`src/rtl/core/rwes_pkg.sv`:
```
// ----------------------------------------------------------------------------
// Ring wave equation stepper package
// Shared types, field widths, register map and reset values.
// ----------------------------------------------------------------------------
package rwes_pkg;

	// Default sizing of the cell stores.
	localparam int MAX_CELLS_DEF  = 512;
	localparam int VALUE_BITS_DEF = 24;

	// Fixed field widths of the command and result channels.
	localparam int FRAC_BITS = 16;
	localparam int INDEX_W   = 9;
	localparam int FIELD_W   = 24;
	localparam int GAIN_W    = 24;
	localparam int STEP_W    = 16;
	localparam int COUNT_W   = 10;

	// Configuration port.
	localparam int APB_ADDR_W = 4;
	localparam int APB_DATA_W = 32;

	localparam logic [GAIN_W-1:0]  GAIN_RESET  = 24'd655360;
	localparam logic [STEP_W-1:0]  STEP_RESET  = 16'd1092;
	localparam logic [COUNT_W-1:0] COUNT_RESET = 10'd500;

	// Command queue between the front and the back.
	localparam int QUEUE_DEPTH = 2;
	localparam int QPTR_W      = $clog2(QUEUE_DEPTH);

	typedef enum logic [1:0] {
		REG_LAPLACE_GAIN = 2'd0,
		REG_TIME_STEP    = 2'd1,
		REG_CELL_COUNT   = 2'd2
	} reg_idx_t;

	typedef enum logic [1:0] {
		OP_WRITE = 2'd0,
		OP_STEP  = 2'd1,
		OP_READ  = 2'd2
	} opcode_t;

	typedef struct packed {
		logic [1:0]                opcode;
		logic [INDEX_W-1:0]        cell_index;
		logic signed [FIELD_W-1:0] displacement_in;
	} request_t;

	typedef struct packed {
		logic [INDEX_W-1:0]        cell_index_out;
		logic signed [FIELD_W-1:0] displacement_out;
		logic signed [FIELD_W-1:0] velocity_out;
	} result_t;

	typedef struct packed {
		logic [GAIN_W-1:0]  laplace_gain;
		logic [STEP_W-1:0]  time_step;
		logic [COUNT_W-1:0] cell_count;
	} cfg_t;

	// A classified command as it waits in the queue.
	typedef struct packed {
		opcode_t                   opcode;
		logic [INDEX_W-1:0]        cell_index;
		logic signed [FIELD_W-1:0] displacement_in;
	} cmd_t;

endpackage

```
`src/rtl/core/rwes_queue.sv`:
```
// ----------------------------------------------------------------------------
// Ring wave equation stepper command queue
// Short FIFO that decouples request acceptance from execution.
// ----------------------------------------------------------------------------
module rwes_queue (
	input  logic           clk,
	input  logic           arst_n,
	input  logic           push,
	input  rwes_pkg::cmd_t push_data,
	input  logic           pop,
	output rwes_pkg::cmd_t head,
	output logic           empty,
	output logic           full
);
	import rwes_pkg::*;

	cmd_t              entry_q [QUEUE_DEPTH];
	logic [QPTR_W-1:0] wr_ptr_q;
	logic [QPTR_W-1:0] rd_ptr_q;
	logic [QPTR_W:0]   count_q;

	assign empty = (count_q == '0);
	assign full  = (count_q == (QPTR_W+1)'(QUEUE_DEPTH));
	assign head  = entry_q[rd_ptr_q];

	always_ff @(posedge clk or negedge arst_n) begin
		if (!arst_n) begin
			wr_ptr_q <= '0;
			rd_ptr_q <= '0;
			count_q  <= '0;
		end else begin
			if (push) begin
				wr_ptr_q <= wr_ptr_q + QPTR_W'(1);
			end
			if (pop) begin
				rd_ptr_q <= rd_ptr_q + QPTR_W'(1);
			end
			if (push && !pop) begin
				count_q <= count_q + (QPTR_W+1)'(1);
			end else if (pop && !push) begin
				count_q <= count_q - (QPTR_W+1)'(1);
			end
		end
	end

	always_ff @(posedge clk) begin
		if (push) begin
			entry_q[wr_ptr_q] <= push_data;
		end
	end

endmodule

```
`config.mk`:
```
export PLATFORM = sky130hd
export DESIGN_NAME = rwes_queue
export DESIGN_NICKNAME = d
export VERILOG_FILES = /design/src/rtl/core/rwes_pkg.sv /design/src/rtl/core/rwes_queue.sv
export SDC_FILE = /design/constraint.sdc
export NUM_CORES = 1
export LEC_CHECK = 0
export BUFFER_PORTS_ARGS = -buffer_cell sky130_fd_sc_hd__buf_4
export CAP_MARGIN = 10
export CORE_MARGIN = 2
export CORE_UTILIZATION = 30
export CTS_CLUSTER_SIZE = 8
export DETAILED_ROUTE_END_ITERATION = 6
export HOLD_SLACK_MARGIN = 0.05
export PLACE_DENSITY = 0.56
export SLEW_MARGIN = 20
export SYNTH_ARGS = -nofsm -noshare
export SYNTH_HDL_FRONTEND = slang
export SYNTH_SLANG_ARGS = --single-unit
```
`constraint.sdc`:
```
create_clock -name clk -period 4.23 [get_ports clk]
set_clock_uncertainty 0.15 [all_clocks]
set_input_delay 0.6345 -clock clk [delete_from_list [all_inputs] [get_ports clk]]
set_output_delay 0.6345 -clock clk [all_outputs]
set_load 0.01 [all_outputs]
```
==> key figures <==
Clock network
  • CTS tree: built
  • Sink Count: 74
  • Root Driver: clkbuf_8
  • CTS H-tree depth: 3
  • Number of gates resized after CTS: 0
  • Clk buf depth: 2
  • Clk_lat worst skew: 0.33 ns
  • Post-CTS Repair Setup Buffers: 0
  • Clk slew on worst S/H paths: roughly 0.07 ns
  • CTS Buf Count: 9
  • Hold buffer count at CTS: 1

Logic synthesis
  • Mapped Area: 0.00286 mm^2
  • Syn avg cell area: 22.9 um^2
  • Syn. warnings: 0
  • Synth Instances: 125
  • Seq cells post-synth: 74
  • Syn Nets: between 150 and 200
  • Synth cell types: 13
  • Sequential area share after synthesis: around three quarters

Timing
  • Slew at the pin closest to its max-slew limit: 0.891 ns
  • Slew HR: 40.6%
  • Maximum operating frequency: 0.394 GHz
  • Max-slew violation count: 0
  • RSZ-0062 raised after global routing: false
  • Final setup violation count: 0
  • Count of final hold-check violations: 0
  • Min Tclk post-route: 2.54 ns
  • Fin Setup TNS: 0 ns
  • Final period utilization: 60.0%

Status
  • Outcome: finished clean

GRT
  • Global-route wire length before repair: between 6 and 7 mm
  • Antenna violations before repair: 0
  • Gr ovfl total: 0
  • Vias in the first global route: 1384
  • Total Routing Usage GR: 9.06%
  • Largest net degree at the start of global routing: 37

Placed design
  • Number of port buffers: 75
  • Gpl congestion: slightly above 0.6
  • Dpl cell area: 0.00353 mm^2
  • Dpl hpwl: 2.87 mm

Min path
  • Worst min path class: primary input to register
  • Hold path start: pop

Pwr
  • Worst ir drop on vdd: roughly 0.00026 V
  • Lkg Pwr: approximately 0.0015 uW
  • Pwr dens: 639 mW/mm^2
  • Power Total: between 2000 and 2500 uW

Cells and area
  • Layout area overhead: 31.9%
  • Most frequent cells in the layout: buf_4 (75), edfxtp_1 (70), mux2_4 (29), clkbuf_8 (9), mux2_2 (6)
  • Number of antenna diodes: 0
  • Share of cells above drive strength 1: 59.3%
  • Commonest non-fill, non-tap cell in the layout: buf_4
  • Post-layout util: about two fifths
  • Layout net count: 249
  • Fill count: 847
  • Post-route cell area: 0.00377 mm^2

Die
  • Die Wd: ~100 um
  • Die Height: 102 um
  • Die ar.: just over 0.01 mm^2
  • Total core area: 0.00924 mm^2
  • Row cnt: 35
  • Initial Util: 31.0%
  • # IOs: 76

Routing
  • First DRT Iteration DRCs: 42
  • DR vias/cell: 3.93
  • Drt total wl: 4.58 mm
  • Routed WL per cell: 13.4 um
  • DR vias: 1349
  • DRC violations left: 0
  • Router iterations before antenna repair: 5
  • Antenna viol nets, final: 0

Worst setup path
  • CP Capture Type: output pin
  • CP max FO: 36
  • Delay of the slowest critical-path stage: 0.86 ns
  • Crit-path cells: mux2_2 > buf_4
  • Slowest-stage cell, CP: dfrtp_4
  • Worst Path Arrival: between 1.5 and 2 ns
  • Setup crit start kind: register
  • Worst endpoint required time: 3.45 ns
  • Worst Setup SP: rd_ptr_q$_DFFE_PN0P_
  • Critical path class: register to output pin
  • Reg2Reg Launch Point: wr_ptr_q$_DFFE_PN0P_

Job
  • MaxCap Viol Count: 0
==> cells in the mapped netlist (all sizes together) <==
cell type   n  area share [%]
ha          1            0.44
buf         4             2.5
nor2        2            0.26
nor2b       2            0.44
and2        1            0.22
edfxtp     70              73
dfrtp       4             3.5
xor2        4             1.2
mux2       35              18
xnor2       1            0.31
inv         1            0.13
==> power breakdown <==
part | switching [uW] | internal (uW) | total [uW]
Clock | 242 | 328 | 570
Combinational | 273 | 458 | 731
Sequential | 133 | 978 | 1110
Total | 648 | 1760 | 2410
==> final timing paths <==
| path | depth (start not counted) | slack [ns] | end |
|---|---|---|---|
| worst min register to register | 1 | 0.35 | count_q[1]$_DFFE_PN0P_ |
| max in group asynchronous | 2 | 3.35 | rd_ptr_q$_DFFE_PN0P_ |
| worst min-delay path | 2 | 0.32 | rd_ptr_q$_DFFE_PN0P_ |
| worst max-delay path | 2 | 1.69 | head[21] |
| min in group asynchronous | 2 | 0.47 | rd_ptr_q$_DFFE_PN0P_ |
| worst max register to register | 1 | 2.49 | entry_q[1][32]$_DFFE_PP_ |
==> per-layer routing <==
| layer | wire (um) | share of wire (%) | up-vias | global-route usage, % |
|---|---|---|---|---|
| li1 | - | - | 648 | - |
| met1 | 1930 | 42 | 641 | 10.1 |
| met2 | 2130 | 46 | 53 | 13.6 |
| met3 | 460 | 10 | 7 | 4.83 |
| met4 | 58 | 1.3 | 0 | 5.61 |
| met5 | 0 | 0 | - | 0 |
==> stage by stage <==
step	hold slack, ns	std cells	setup slack, ns
finish	0.316	343	1.69
global route	0.290	343	1.60
CTS	0.300	342	1.63
detailed placement	0.287	325	2.01
global placement	0.288	325	1.72
floorplan	0.189	125	1.44
==> area by class of cell <==
type                            instances  area (um^2)  share of cell area (%)
Clock buffer                           10          128                    3.38
Clock inverter                          6         81.3                    2.15
Inverter                                1         3.75                  0.0994
Multi-Input combinational cell         46          594                    15.7
Sequential cell                        74         2210                    58.4
Tap cell                              129          161                    4.28
Timing Repair Buffer                   77          601                    15.9
==> cells by family (layout without fill, tap and decap cells) <==
family,count (synthesis),in the layout,share of synthesized area (%)
xor gates and xnor gates,5,5,1.53
adders and majority gates,1,1,0.437
buffers and inverters,5,94,2.62
DFF,74,74,76.9
muxes,35,35,17.6
and+or+nand+nor,5,5,0.918
==> sequential cells by signal, summed over array words and instances (netlist names) <==
name      flops
entry_q      70
count_q       2
wr_ptr_q      1
rd_ptr_q      1
==> critical path, delay by kind of cell (launching register included) <==
family / cells / cell delay (ns)
buf+inv: 1 / 0.14
flops: 1 / 0.86
mux: 1 / 0.40
(Power assumes the default switching activity.)
